`src/rtl/yuyv_to_rgb888_pair_defines.svh`:
```
// Assertion macros for the YUYV to RGB888 pair converter.
// Used by the top level only; expects clk and arst_n in scope.
`ifndef YUYV_TO_RGB888_PAIR_DEFINES_SVH
`define YUYV_TO_RGB888_PAIR_DEFINES_SVH

// same-cycle implication
`define YRGB_ASSERT_NOW(lbl, ante, cons, msg) \
	lbl: assert property (@(posedge clk) disable iff (!arst_n) (ante) |-> (cons)) else $error(msg);

// next-cycle implication
`define YRGB_ASSERT_NEXT(lbl, ante, cons, msg) \
	lbl: assert property (@(posedge clk) disable iff (!arst_n) (ante) |=> (cons)) else $error(msg);

`endif

```
`src/rtl/yrgb_pkg.sv`:
```
`timescale 1ns / 1ps
// Shared types, constants and saturation function for the YUYV to RGB888 converter.
// No dependencies.
package yrgb_pkg;

	localparam int FRAC_BITS = 12;
	localparam int PIX_W     = 8;
	localparam int CHR_W     = 8;
	localparam int ACC_W     = 23;
	localparam int IN_W      = 4 * PIX_W;
	localparam int OUT_W     = 6 * PIX_W;

	localparam logic signed [ACC_W-1:0] COEF_R_U = ACC_W'(5743);
	localparam logic signed [ACC_W-1:0] COEF_G_U = ACC_W'(1409);
	localparam logic signed [ACC_W-1:0] COEF_G_V = ACC_W'(2925);
	localparam logic signed [ACC_W-1:0] COEF_B_V = ACC_W'(7258);

	typedef logic [PIX_W-1:0] pix_t;
	typedef logic signed [CHR_W-1:0] chroma_t;
	typedef logic signed [ACC_W-1:0] acc_t;

	typedef struct packed {
		logic en_s1;
		logic en_s2;
		logic en_s3;
		logic en_s4;
	} yrgb_ctrl_t;

	// floor(acc / 4096), saturated to 0..255
	function automatic pix_t sat_chan(input acc_t acc);
		pix_t res;
		if (acc[ACC_W-1]) begin
			res = '0;
		end else if (|acc[ACC_W-2:FRAC_BITS+PIX_W]) begin
			res = '1;
		end else begin
			res = acc[FRAC_BITS+PIX_W-1:FRAC_BITS];
		end
		return res;
	endfunction

endpackage

```
`src/rtl/yrgb_datapath.sv`:
```
`timescale 1ns / 1ps
// Four-stage arithmetic pipeline: chroma centring, products, sums, shift and saturate.
// Depends on yrgb_pkg; stage loads come from the top level's handshake control.
module yrgb_datapath (
	input  logic                        clk,
	input  yrgb_pkg::yrgb_ctrl_t        ctrl,
	input  logic [yrgb_pkg::IN_W-1:0]   in_word,  // luma_first, chroma_u, luma_second, chroma_v
	output logic [yrgb_pkg::OUT_W-1:0]  out_word  // b0, g0, r0, b1, g1, r1
);
	import yrgb_pkg::*;

	pix_t    y0_s1, y1_s1, y0_s2, y1_s2;
	chroma_t du_s1, dv_s1;
	acc_t    ru_s2, gu_s2, gv_s2, bv_s2;
	acc_t    b0_s3, g0_s3, r0_s3, b1_s3, g1_s3, r1_s3;
	acc_t    base0, base1;

	assign base0 = acc_t'({1'b0, y0_s2, {FRAC_BITS{1'b0}}});
	assign base1 = acc_t'({1'b0, y1_s2, {FRAC_BITS{1'b0}}});

	// s1: centre chroma on 128
	always_ff @(posedge clk) begin
		if (ctrl.en_s1) begin
			y0_s1 <= in_word[PIX_W-1:0];
			du_s1 <= {~in_word[2*PIX_W-1], in_word[2*PIX_W-2:PIX_W]};
			y1_s1 <= in_word[3*PIX_W-1:2*PIX_W];
			dv_s1 <= {~in_word[4*PIX_W-1], in_word[4*PIX_W-2:3*PIX_W]};
		end
	end

	// s2: chroma products, shared by both pixels
	always_ff @(posedge clk) begin
		if (ctrl.en_s2) begin
			y0_s2 <= y0_s1;
			y1_s2 <= y1_s1;
			ru_s2 <= COEF_R_U * acc_t'(du_s1);
			gu_s2 <= COEF_G_U * acc_t'(du_s1);
			gv_s2 <= COEF_G_V * acc_t'(dv_s1);
			bv_s2 <= COEF_B_V * acc_t'(dv_s1);
		end
	end

	// s3: add luma
	always_ff @(posedge clk) begin
		if (ctrl.en_s3) begin
			b0_s3 <= base0 + bv_s2;
			g0_s3 <= base0 - gu_s2 - gv_s2;
			r0_s3 <= base0 + ru_s2;
			b1_s3 <= base1 + bv_s2;
			g1_s3 <= base1 - gu_s2 - gv_s2;
			r1_s3 <= base1 + ru_s2;
		end
	end

	// s4: shift and saturate into the output register
	always_ff @(posedge clk) begin
		if (ctrl.en_s4) begin
			out_word <= {sat_chan(r1_s3), sat_chan(g1_s3), sat_chan(b1_s3),
				sat_chan(r0_s3), sat_chan(g0_s3), sat_chan(b0_s3)};
		end
	end

endmodule

```
`src/rtl/yuyv_to_rgb888_pair.sv`:
```
`timescale 1ns / 1ps
// YUYV 4:2:2 macro-pixel to two RGB888 pixels, BT.601 full range, red and blue chroma roles swapped.
// An accepted input word passes through the stage 1 to stage 4 registers to become the output word.
// Throughput: one word per cycle; each stage holds while the one after it is full and stalled.
// Reset clears the stage valid bits only; datapath registers are not reset.
// Depends on yrgb_pkg, yrgb_datapath and yuyv_to_rgb888_pair_defines.svh.
`include "yuyv_to_rgb888_pair_defines.svh"
module yuyv_to_rgb888_pair (
	input  logic                        clk,
	input  logic                        arst_n,
	input  logic                        s_tvalid,
	output logic                        s_tready,
	input  logic [yrgb_pkg::IN_W-1:0]   s_tdata,  // luma_first, chroma_u, luma_second, chroma_v
	output logic                        m_tvalid,
	input  logic                        m_tready,
	output logic [yrgb_pkg::OUT_W-1:0]  m_tdata   // blue_first, green_first, red_first,
	                                             // blue_second, green_second, red_second
);
	import yrgb_pkg::*;

	logic       valid_s1, valid_s2, valid_s3, valid_s4;
	logic       rdy_s1, rdy_s2, rdy_s3, rdy_s4;
	yrgb_ctrl_t ctrl;

	assign rdy_s4 = !valid_s4 || m_tready;
	assign rdy_s3 = !valid_s3 || rdy_s4;
	assign rdy_s2 = !valid_s2 || rdy_s3;
	assign rdy_s1 = !valid_s1 || rdy_s2;

	assign ctrl.en_s1 = rdy_s1;
	assign ctrl.en_s2 = rdy_s2;
	assign ctrl.en_s3 = rdy_s3;
	assign ctrl.en_s4 = rdy_s4;

	assign s_tready = rdy_s1;
	assign m_tvalid = valid_s4;

	always_ff @(posedge clk or negedge arst_n) begin
		if (!arst_n) begin
			valid_s1 <= 1'b0;
			valid_s2 <= 1'b0;
			valid_s3 <= 1'b0;
			valid_s4 <= 1'b0;
		end else begin
			if (rdy_s1) valid_s1 <= s_tvalid;
			if (rdy_s2) valid_s2 <= valid_s1;
			if (rdy_s3) valid_s3 <= valid_s2;
			if (rdy_s4) valid_s4 <= valid_s3;
		end
	end

	yrgb_datapath u_datapath (
		.clk      (clk),
		.ctrl     (ctrl),
		.in_word  (s_tdata),
		.out_word (m_tdata)
	);

	`YRGB_ASSERT_NOW(a_no_block_when_drained, m_tready, s_tready, "input blocked while output drains")
	`YRGB_ASSERT_NEXT(a_out_from_s3, !m_tvalid, !m_tvalid || $past(valid_s3), "output word without stage 3 word")
	`YRGB_ASSERT_NEXT(a_fill_rate, 1'b1, $countones({valid_s1, valid_s2, valid_s3, valid_s4}) <= $past($countones({valid_s1, valid_s2, valid_s3, valid_s4})) + 1, "pipeline gained more than one word")

endmodule

```
`config.mk`:
```
export PLATFORM = sky130hd
export DESIGN_NAME = yuyv_to_rgb888_pair
export DESIGN_NICKNAME = d
export VERILOG_FILES = /design/src/rtl/yrgb_pkg.sv /design/src/rtl/yrgb_datapath.sv /design/src/rtl/yuyv_to_rgb888_pair.sv
export VERILOG_INCLUDE_DIRS = /design/src /design/src/rtl
export SDC_FILE = /design/constraint.sdc
export NUM_CORES = 1
export LEC_CHECK = 0
export CORE_MARGIN = 8
export CORE_UTILIZATION = 35
export DETAILED_ROUTE_END_ITERATION = 8
export DONT_BUFFER_PORTS = 1
export SLEW_MARGIN = 20
export SYNTH_ARGS = -nofsm -noshare
export SYNTH_HDL_FRONTEND = slang
export SYNTH_HIERARCHICAL = 1
export SYNTH_SLANG_ARGS = --single-unit
```
`constraint.sdc`:
```
create_clock -name clk -period 6.2 [get_ports clk]
set_clock_uncertainty 0.1 [all_clocks]
set_input_delay 0.93 -clock clk [delete_from_list [all_inputs] [get_ports clk]]
set_output_delay 0.93 -clock clk [all_outputs]
set_load 0.05 [all_outputs]
```
==> results of run 1 <==
sequential cells by signal, indices dropped and copies added, names as in the netlist, 10 cells and up:
register             count
u_datapath/r0_s3        11
u_datapath/b1_s3        11
u_datapath/bv_s2        10
u_datapath/r1_s3        11
u_datapath/g1_s3        11
u_datapath/gu_s2        19
u_datapath/g0_s3        11
u_datapath/ru_s2        11
u_datapath/b0_s3        11
u_datapath/out_word     48
u_datapath/gv_s2        21
layer usage:
metal | global-route usage | share of wire | vias to the layer above
met1 | 0.1520 | 0.44 | 4355
li1 | - | - | 4581
met5 | 0 | 0.00041 | -
met3 | 0.01803 | 0.033 | 51
met2 | 0.2175 | 0.49 | 141
met4 | 0.04077 | 0.028 | 2
layout make-up:
| type | count | area (sq um) |
|---|---|---|
| Fill cell | 4212 | 26970 |
| Clock inverter | 13 | 176.4 |
| Multi-Input combinational cell | 848 | 7870 |
| Tap cell | 592 | 740.7 |
| Inverter | 249 | 934.6 |
| Clock buffer | 33 | 698.2 |
| Sequential cell | 227 | 6797 |
| Timing Repair Buffer | 4 | 32.53 |
power by group through the flow:
stage	Clock, mW	Combinational, mW	Sequential [mW]
floorplan	0	4.19	3.30
global placement	0	5.17	3.46
detailed placement	0	5.26	3.48
CTS	1.62	5.30	3.45
global route	1.67	6.06	3.50
finish	1.56	5.26	3.43
worst paths after layout:
kind / startpoint / end / cells after the start
min in group asynchronous: arst_n / valid_s1 / 1
hold / removal: u_datapath/y0_s1[6] / u_datapath/y0_s2[6] / 0
setup reg to reg: u_datapath/dv_s1[7] / u_datapath/gv_s2[19] / 14
setup / recovery: u_datapath/dv_s1[7] / u_datapath/gv_s2[19] / 14
max in group asynchronous: arst_n / valid_s2 / 1
hold reg to reg: u_datapath/y0_s1[6] / u_datapath/y0_s2[6] / 0
cell families after synthesis:
group                      share of synthesized area
xor gates and xnor gates                     0.04419
and+or+nand+nor                              0.07807
muxes                                       0.001279
adders and majority gates                     0.2961
DFF                                           0.4341
buffers and inverters                        0.06329
AOI/OAI and AO/OA                            0.08295
what timing repair did:
| action | in CTS | in global routing |
|---|---|---|
| hold buffers | 1 | 0 |
| setup endpoints to repair | 0 | 0 |
| endpoints found under the hold margin | 4 | 0 |
cells in the final DEF, fill, tap and decap left out, types with 8 or more instances in the layout:
cell type / count
or2_2: 10
nand2_1: 35
a21boi_0: 14
inv_1: 248
xnor2_1: 50
nand2b_1: 18
a21oi_1: 50
edfxtp_1: 223
ha_1: 217
xor2_1: 29
o21bai_1: 11
o21ai_0: 36
a21o_1: 20
nor3_1: 9
clkbuf_16: 27
nor2b_1: 18
and3_1: 8
nor2_1: 139
fa_1: 96
critical path: stages (launching register included):
cell and delay [ns]:
edfxtp_1 0.69, fa_1 0.57, ha_1 0.36, fa_1 0.55, inv_1 0.05, fa_1 0.53, inv_1 0.04, ha_1 0.35
and3_1 0.17, a41oi_1 0.05, a31oi_1 0.34, a22oi_1 0.18, a21boi_0 0.31, mux2i_1 0.22, nand2_1 0.07
==> impl_results.md, run 1 <==
* Status: finished clean
* Setup TNS at 0 ns
* Core ar. at about 0.044 sq mm
* First-pass iteration count of the detailed router at 5
* R2R Setup Slk at 1.35 ns
* Crit Path Class: flip-flop to flip-flop
* Starting Density at 0.3541
* Initial drt markers at approximately 410
* Int Pwr at 5.959 mW
* Sequential area share after synthesis at 0.4341
* Cell with the most instances after synthesis: inv_1
* Clock power share at 0.152
* Hold Vio Cnt, Final at 0
* CTS Buf Count at 26
* Area Growth Syn to Fin at 10.16%
* CP Capture Type: flip-flop
* Max Slew Vio Count at 0
* Sw Pwr at 4.298 mW
* Layout cells sized above 1 at 0.04585
* Wire per inst at roughly 16 microns
* Post-CTS Setup Inserts at 0
* Post-synth EDFFs at 223
* GRT Total Usage at 0.1228
* Die H at 227.5 microns
* Finish-stage setup viols at 0
* Synth warn at 6
* Fin cells at roughly 2,000
* Crit path arrival time at 5.02 ns
* Initial antenna violation count at 1
* Largest net degree at the start of global routing at between 70 and 80
* Peak VDD IR at 0.2462 mV
* Combinational Power Share at 0.513
* Post-route clock period utilization at 0.7822
* WP data required at 6.37 ns
* Tightest Pin Transition at approximately 1.0 ns
* CTS sink cnt at 227
* Total die area at 0.05176 sq mm
* Buffers on Ports at 0
* Yosys cell types at 63
* CTS root buf: clkbuf_16
* Vias per cell at 4.644
* Mapped Avg Cell Area at between 10 and 15 sq um
* Fin Hold WS at 0.3170 ns
* Sequential group share of total power at 0.334
* Place WS at roughly 1.4 ns
* H-Tree Depth at 1
* Synthesized area at 0.01566 sq mm
* Placed Instance Area at between 0.015 and 0.02 sq mm
* Placed Cells incl. Taps at 1,919
* Vias at 9,130
* Clock slew seen by the registers of the worst setup and hold paths at 0.06 ns
* Synth Flop Type: edfxtp_1
* FP Rows at 77
* TritonCTS clock tree: done
* Nets at 1,705
* Hold crit path type: flip-flop to flip-flop
* Vias in the first global route at 9,641
* Power density over cell area at ~600 mW/mm^2
* Ports at 86
* CP startpoint kind: flip-flop
* Synthesized Nets at 1,688
* Slew Limit Headroom at 0.3077
* Most instantiated cells after synthesis: inv_1 (249), edfxtp_1 (223), ha_1 (217)
* Power Total at a little over 10 mW
* Finished Core Util at 0.3901
* Max Fclk at 0.2062 GHz
* Clk buf depth at 3
* Gr ovfl total at 0
* Area leader, netlist: edfxtp_1
* Crit path max fanout at 11
* Final worst slack at between 1 and 1.5 ns
* DRT Wirelength at between 30 and 40 mm
* First-pass GRT wire length at between 50 and 60 mm
* DRT antenna net count at 0
* Async S/R FF share, synth at 0.01762
* Leakage at 7.773 nW
* GP Congestion at 0.8656
* Ant. Diodes at 0
* RSZ-0062 raised after global routing: no
* # DRC at 0
* Synth top area cells: edfxtp_1 (43%), ha_1 (17%), fa_1 (12%), inv_1 (6.0%), nor2_1 (3.3%)
* Yosys reg bits at 227
* Clock Latency Late Sink at about 0.53 ns
* Share of the synthesized area in the top cell type at 0.4277
* Max_cap viols at 0
* Post_cts resized at 0
* Post-Syn Instances at 1,339
* DP HPWL at 25.59 mm
* Net Sw Frac at 0.4190
* Fin area at 0.01725 sq mm
* Die W at about 230 microns
* Min Tclk post-route at about 4.8 ns
No activity file was read; power rests on OpenSTA's default activity.
==> run 2, diff against run 1 <==
--- a/config.mk
+++ b/config.mk
@@ -6,6 +6,7 @@
 export SDC_FILE = /design/constraint.sdc
 export NUM_CORES = 1
 export LEC_CHECK = 0
+export ABC_AREA = 1
 export CORE_MARGIN = 8
 export CORE_UTILIZATION = 35
 export DETAILED_ROUTE_END_ITERATION = 8
==> constraint.sdc (replaced) <==
create_clock -name clk -period 4.42 [get_ports clk]
set_clock_uncertainty 0.1 [all_clocks]
set_input_delay 0.663 -clock clk [delete_from_list [all_inputs] [get_ports clk]]
set_output_delay 0.663 -clock clk [all_outputs]
set_load 0.05 [all_outputs]
==> run 2 against run 1 <==
Register-to-register slack lost 1.1 ns; maximum frequency grew 16%; highest routed layer is now met4; area after synthesis grew 7.8%; utilization grew 0.15 points; die area grew 7.3%; via count grew 26%.
==> impl_results.md, run 2 <==
* Synthesized area at 0.01688 sq mm (+7.8%)
* Most frequent cells in the layout: inv_1 (379), nand2_1 (271), edfxtp_1 (223)
* Synthesized Nets at 2,076 (+23%)
* CTS root buf: clkbuf_16
* Clock slew seen by the registers of the worst setup and hold paths at 0.06 ns (about the same)
* R2r worst-path depth at 17 (+3)
* Vias per cell at 4.782 (+3.0%)
* Layout cells sized above 1 at 0.04148 (-0.004372)
* R2r endpoint: u_datapath/ru_s2[17]
* Buffers on Ports at 0 (unchanged)
* Vias at 11,471 (+26%)
* Tightest Pin Transition at 0.9854 ns (-0.05301 ns)
* Worst r2r src: u_datapath/du_s1[3]
* Place WS at 0.2487 ns (-1.103 ns)
* Clock Latency Late Sink at 0.56 ns (+0.03 ns)
* Max_cap viols at 0 (unchanged)
* First-pass GRT wire length at 63.19 mm (+25%)
* Crit path arrival time at 4.38 ns (-0.64 ns)
* Synth top area cells: edfxtp_1 (40%), ha_1 (16%), fa_1 (11%), inv_1 (8.4%), nand2_1 (6.0%)
* Clk buf depth at 3 (unchanged)
* Hold Vio Cnt, Final at 0 (unchanged)
* Cell with the most instances after synthesis: inv_1
* Share of the synthesized area in the top cell type at 0.3967 (-0.03103)
* Finish-stage setup viols at 0 (unchanged)
* GRT Total Usage at 0.1411 (+0.01833)
* Total die area at 0.05552 sq mm (+7.3%)
* Most instantiated cells after synthesis: inv_1 (380), nand2_1 (272), edfxtp_1 (223)
* WP buf/inv at 5 (+3)
* Die W at 235.6 microns (+3.6%)
* Worst Hold Path Cells at 0 (unchanged)
* CP startpoint kind: flip-flop
* Largest net degree at the start of global routing at 61 (-23%)
* Leading cell type in the layout, fill and taps excluded: inv_1
* Gr ovfl total at 0 (unchanged)
* Critical Path, Cell by Cell: ha_2 -> inv_1 -> fa_1 -> inv_1 -> fa_1 -> inv_1 -> fa_1 -> inv_1 -> ha_1 -> nand2_1 -> inv_1 -> a21oi_1 -> nor2_1 -> nor2_1 -> nand2_1 -> nand2_1 -> nand2_1
* Die H at 235.6 microns (+3.6%)
* Area leader, netlist: edfxtp_1
* Min Tclk post-route at 4.172 ns (-0.6777 ns)
* R2R Setup Slk at 0.25 ns (-1.10 ns)
* Initial drt markers at 726 (+79%)
* Crit path max fanout at 5 (-6)
* DRT antenna net count at 0 (unchanged)
* CTS sink cnt at 227 (unchanged)
* Worst path top cell family by delay: adder cells
* Area Growth Syn to Fin at 10.50%
* H-Tree Depth at 1 (unchanged)
* Initial antenna violation count at 0 (-1)
* Slew Limit Headroom at 0.3407 (+0.03302)
* FP Rows at 80 (+3.9%)
* Top reg by flops: u_datapath/out_word
* # DRC at 0 (unchanged)
* Post-Syn Instances at 1,727 (+29%)
* Async S/R FF share, synth at 0.01762 (unchanged)
* Ant. Diodes at 0 (unchanged)
* Hold crit path type: primary input to flip-flop
* TritonCTS clock tree: done
* Starting Density at 0.3543 (about the same)
* Status: finished clean
* First-pass iteration count of the detailed router at 5 (unchanged)
* DP HPWL at 33.49 mm (+31%)
* Mapped Avg Cell Area at 9.776 sq um (-16%)
* Worst Setup SP: u_datapath/du_s1[3]
* GP Congestion at 0.9279 (+7.2%)
* RSZ-0062 raised after global routing: no
* CP peak stage delay at 0.54 ns (-0.15 ns)
* Placed Cells incl. Taps at 2,348 (+22%)
* Setup TNS at 0 ns (unchanged)
* Yosys reg bits at 227 (unchanged)
* Fillers at 4,740 (+13%)
* Fin cells at 2,399 (+22%)
* CTS Buf Count at 27 (+3.8%)
* Hold Crit Start: s_tdata[13]
* Slowest CP cell: fa_1
* WP data required at 4.63 ns (-1.74 ns)
* Wire per inst at 16.67 microns (+4.5%)
* Max Slew Vio Count at 0 (unchanged)
* Largest registers: u_datapath/out_word: 48 flops, u_datapath/gv_s2: 21 flops, u_datapath/gu_s2: 19 flops
* CP Capture Type: flip-flop
* Cell repeated most along the worst path: inv_1
* Ports at 86 (unchanged)
* Max Fclk at 0.2397 GHz (+16%)
* Final worst slack at 0.2479 ns (-1.102 ns)
* Max FFs per register at 48 (unchanged)
* Crit Path Class: flip-flop to flip-flop
* Synth warn at 6 (unchanged)
* Post-synth EDFFs at 223 (unchanged)
* DRT Wirelength at 40.00 mm (+28%)
* Core ar. at 0.04765 sq mm (+7.7%)
* Vias in the first global route at 11,661 (+21%)
* Post-CTS Setup Inserts at 0 (unchanged)
* Worst hold endpoint: u_datapath/du_s1[5]
* Synth Flop Type: edfxtp_1
* Yosys cell types at 39 (-38%)
* Sequential area share after synthesis at 0.4026 (-0.03149)
* Post-route clock period utilization at 0.9439 (+0.1617)
* Nets at 2,112 (+24%)
[run 2: changes by cell type after synthesis, moves of 8 or more]
cell      change
o21ai_0      +10
a21oi_1     +101
xnor2_1      -37
nand3_1      +64
nand4_1       +9
nor2_1       -41
and3_1        -8
nand2b_1     -18
a21boi_0      -8
or2_2         -9
xor2_1       +29
inv_1       +131
nand2_1     +237
nor2b_1      -18
[run 2: what timing repair did]
action | 4_1_cts | 5_1_grt
hold buffers | 1 | 0
setup endpoints to repair | 0 | 1
endpoints found under the hold margin | 4 | 0
gates resized for setup | 0 | 1
[run 2: per-stage QoR]
step	util	hold WS [ns]	area [sq um]
2_1_floorplan	-	0.2674	16880
3_3_place_gp	0.3724	0.2676	17740
3_5_place_dp	0.3724	0.2675	17740
4_1_cts	0.3915	0.06097	18650
5_1_grt	0.3915	0.07210	18660
6_report	0.3915	0.09637	18660
[run 2: final cells by class]
cell class	count	area, sq um	share of cell area
Clock inverter	13	156.4	0.008384
Sequential cell	227	6797	0.3643
Multi-Input combinational cell	1109	8633	0.4628
Clock buffer	37	743.2	0.03984
Tap cell	615	769.5	0.04125
Timing Repair Buffer	16	122.6	0.006573
Inverter	382	1434	0.07686
[run 2: how the worst max path moves through the flow]
stage / cells past startpoint / to / slack (ns)
floorplan: 14 / u_datapath/gv_s2[16] / 0.48
global placement: 16 / u_datapath/gv_s2[16] / 0.32
detailed placement: 17 / u_datapath/ru_s2[17] / 0.25
CTS: 17 / u_datapath/ru_s2[17] / 0.25
global route: 17 / u_datapath/ru_s2[17] / 0.02
finish: 17 / u_datapath/ru_s2[17] / 0.25
[run 2: metal layers]
layer | track usage | share of wire | up-vias
met1 | 0.1885 | 0.47 | 5423
met2 | 0.2365 | 0.46 | 241
li1 | - | - | 5745
met4 | 0.04069 | 0.027 | 0
met3 | 0.01955 | 0.042 | 62
met5 | 0 | 0 | -
[run 2: kinds of logic after synthesis]
kind of cell             count (synthesis)  synth area share
XOR/XNOR                                71           0.03683
adder cells (fa/ha/maj)                313            0.2747
flip-flops                             227            0.4026
AO/OA/AOI/OAI                          247           0.08063
AND/OR/NAND/NOR                        478            0.1182
buffers and inverters                  391           0.08708
Power of run 2 is not shown: default switching activity piles up to over one toggle a cycle in this logic, so the estimate is an artifact.
==> run 3, diff against run 2 <==
==> constraint.sdc (replaced) <==
create_clock -name clk -period 4.42 [get_ports clk]
set_clock_uncertainty 0.1 [all_clocks]
set_input_delay 0.442 -clock clk [delete_from_list [all_inputs] [get_ports clk]]
set_output_delay 0.442 -clock clk [all_outputs]
set_load 0.05 [all_outputs]
==> run 3 against run 2 <==
Non-clock buffer count rose by 32; utilization is 0.64 points higher; first-iteration DRC count down 18%; critical path depth decreased by 1; register-to-register slack about the same; maximum frequency about the same; setup slack better by 0.0035 ns; die area did not move; design area grew 1.6%; sequential share of layout area is 0.59 points lower; final cell count rose by 1.3%; via count up 1.6%; critical path type unchanged; critical endpoint is now u_datapath/gv_s2[16].
==> impl_results.md, run 3 (synthesized netlist as in run 2, its figures left out) <==
* Layout cells sized above 1 at 0.04022 (-0.001259)
* DRT antenna net count at 0 (unchanged)
* Status: finished clean
* DRT Wirelength at 40.05 mm (+0.14%)
* Largest registers: u_datapath/out_word: 48 flops, u_datapath/gv_s2: 21 flops, u_datapath/gu_s2: 19 flops
* DP HPWL at 33.39 mm (-0.28%)
* Most frequent cells in the layout: inv_1 (379), nand2_1 (271), edfxtp_1 (223)
* Leading cell type in the layout, fill and taps excluded: inv_1
* H-Tree Depth at 1 (unchanged)
* Nets at 2,144 (+1.5%)
* CTS root buf: clkbuf_16
* Crit Path Class: flip-flop to flip-flop
* Highest metal used: met4
* First-pass GRT wire length at 64.29 mm (+1.7%)
* Wire per inst at 16.48 microns (-1.1%)
* Gr ovfl total at 0 (unchanged)
* Min Tclk post-route at 4.169 ns (-0.003549 ns)
* First-pass iteration count of the detailed router at 5 (unchanged)
* Tightest Pin Transition at 0.9913 ns (+0.005922 ns)
* Max FFs per register at 48 (unchanged)
* Die W at 235.6 microns (unchanged)
* FP Rows at 80 (unchanged)
* Finish-stage setup viols at 0 (unchanged)
* Initial drt markers at 595 (-18%)
* Crit path arrival time at 4.38 ns (about the same)
* CTS sink cnt at 227 (unchanged)
* CP Capture Type: flip-flop
* Clock slew seen by the registers of the worst setup and hold paths at 0.06 ns (about the same)
* Total die area at 0.05552 sq mm (unchanged)
* Hold Vio Cnt, Final at 0 (unchanged)
* Crit path max fanout at 4 (-1)
* Vias in the first global route at 11,908 (+2.1%)
* Vias at 11,660 (+1.6%)
* Buffers on Ports at 0 (unchanged)
* GRT Total Usage at 0.1429 (+0.001778)
* Vias per cell at 4.798 (+0.35%)
* GP Congestion at 0.9277 (about the same)
* Max Fclk at 0.2399 GHz (about the same)
* Starting Density at 0.3543 (unchanged)
* WP data required at 4.63 ns (about the same)
* CTS Buf Count at 27 (unchanged)
* Top reg by flops: u_datapath/out_word
* Post-route clock period utilization at 0.9431 (about the same)
* Clock Latency Late Sink at 0.57 ns (about the same)
* # DRC at 0 (unchanged)
* Clk buf depth at 3 (unchanged)
* DRT met1 WL at 18.63 mm (-1.7%)
* Ports at 86 (unchanged)
* Hold crit path type: primary input to asynchronous set/reset pin
* Area Growth Syn to Fin at 12.32%
* Met3 WL at 1.898 mm (+13%)
* Slew Limit Headroom at 0.3368 (-0.003962)
* Core ar. at 0.04765 sq mm (unchanged)
* RSZ-0062 raised after global routing: no
* Post_cts resized at 0 (unchanged)
* Max_cap viols at 0 (unchanged)
* Largest net degree at the start of global routing at 61 (unchanged)
* Finished Core Util at 0.3980 (+0.006434)
* WL met2 at 18.36 mm (+0.39%)
* Setup TNS at 0 ns (unchanged)
* TritonCTS clock tree: done
* Initial antenna violation count at 0 (unchanged)
* CP startpoint kind: flip-flop
* Ant. Diodes at 0 (unchanged)
* Max Slew Vio Count at 0 (unchanged)
* Die H at 235.6 microns (unchanged)
==> run 3: final timing paths <==
| check | from | end | slack (ns) | depth (start not counted) |
|---|---|---|---|---|
| worst max-delay path | u_datapath/dv_s1[4] | u_datapath/gv_s2[16] | 0.25 | 16 |
| max in group asynchronous | arst_n | valid_s2 | 3.99 | 1 |
| worst min-delay path | arst_n | valid_s1 | 0.06 | 1 |
| min in group clk | m_tready | m_tvalid | 0.07 | 2 |
| worst max register to register | u_datapath/dv_s1[4] | u_datapath/gv_s2[16] | 0.25 | 16 |
| worst min register to register | u_datapath/y0_s1[0] | u_datapath/y0_s2[0] | 0.32 | 0 |
==> run 3: per-layer routing <==
| metal | track usage | up-vias |
|---|---|---|
| met5 | 0 | - |
| met4 | 0.03881 | 0 |
| met3 | 0.02130 | 65 |
| met2 | 0.2403 | 235 |
| met1 | 0.1902 | 5552 |
| li1 | - | 5808 |
==> run 3: metrics by stage <==
step	area [sq um]	hold slack [ns]	worst slack, ns	cells
floorplan	16880	0.04641	0.4848	1727
global placement	17740	0.04653	0.3252	2347
detailed placement	17740	0.04653	0.2378	2347
CTS	18960	0.01591	0.2373	2430
global route	18960	0.04991	0.01187	2430
finish	18960	0.05797	0.2515	2430
==> run 3: final cells by class <==
type                            count  area, sq um
Fill cell                        4627        28680
Multi-Input combinational cell   1109         8631
Sequential cell                   227         6797
Inverter                          382         1434
Tap cell                          615        769.5
Clock buffer                       34        711.9
Timing Repair Buffer               48        445.4
Clock inverter                     15        173.9
==> run 3: timing repair <==
item	CTS	global route
hold buffers	34	0
setup endpoints to repair	0	0
hold endpoints to repair	37	0
setup buffers	0	0
==> run 3: worst max-delay path, cell delays in order, from the launching register on <==
cell      delay [ns]
edfxtp_1        0.47
ha_1            0.39
inv_1           0.08
fa_1            0.50
inv_1           0.07
fa_1            0.50
inv_1           0.06
fa_1            0.52
inv_1           0.05
ha_1            0.35
nand2_1         0.09
inv_1           0.04
a21oi_1         0.30
o21ai_2         0.12
nand2_1         0.07
nand2_1         0.07
xor2_1          0.14
Power of run 3 is left out for the same reason.
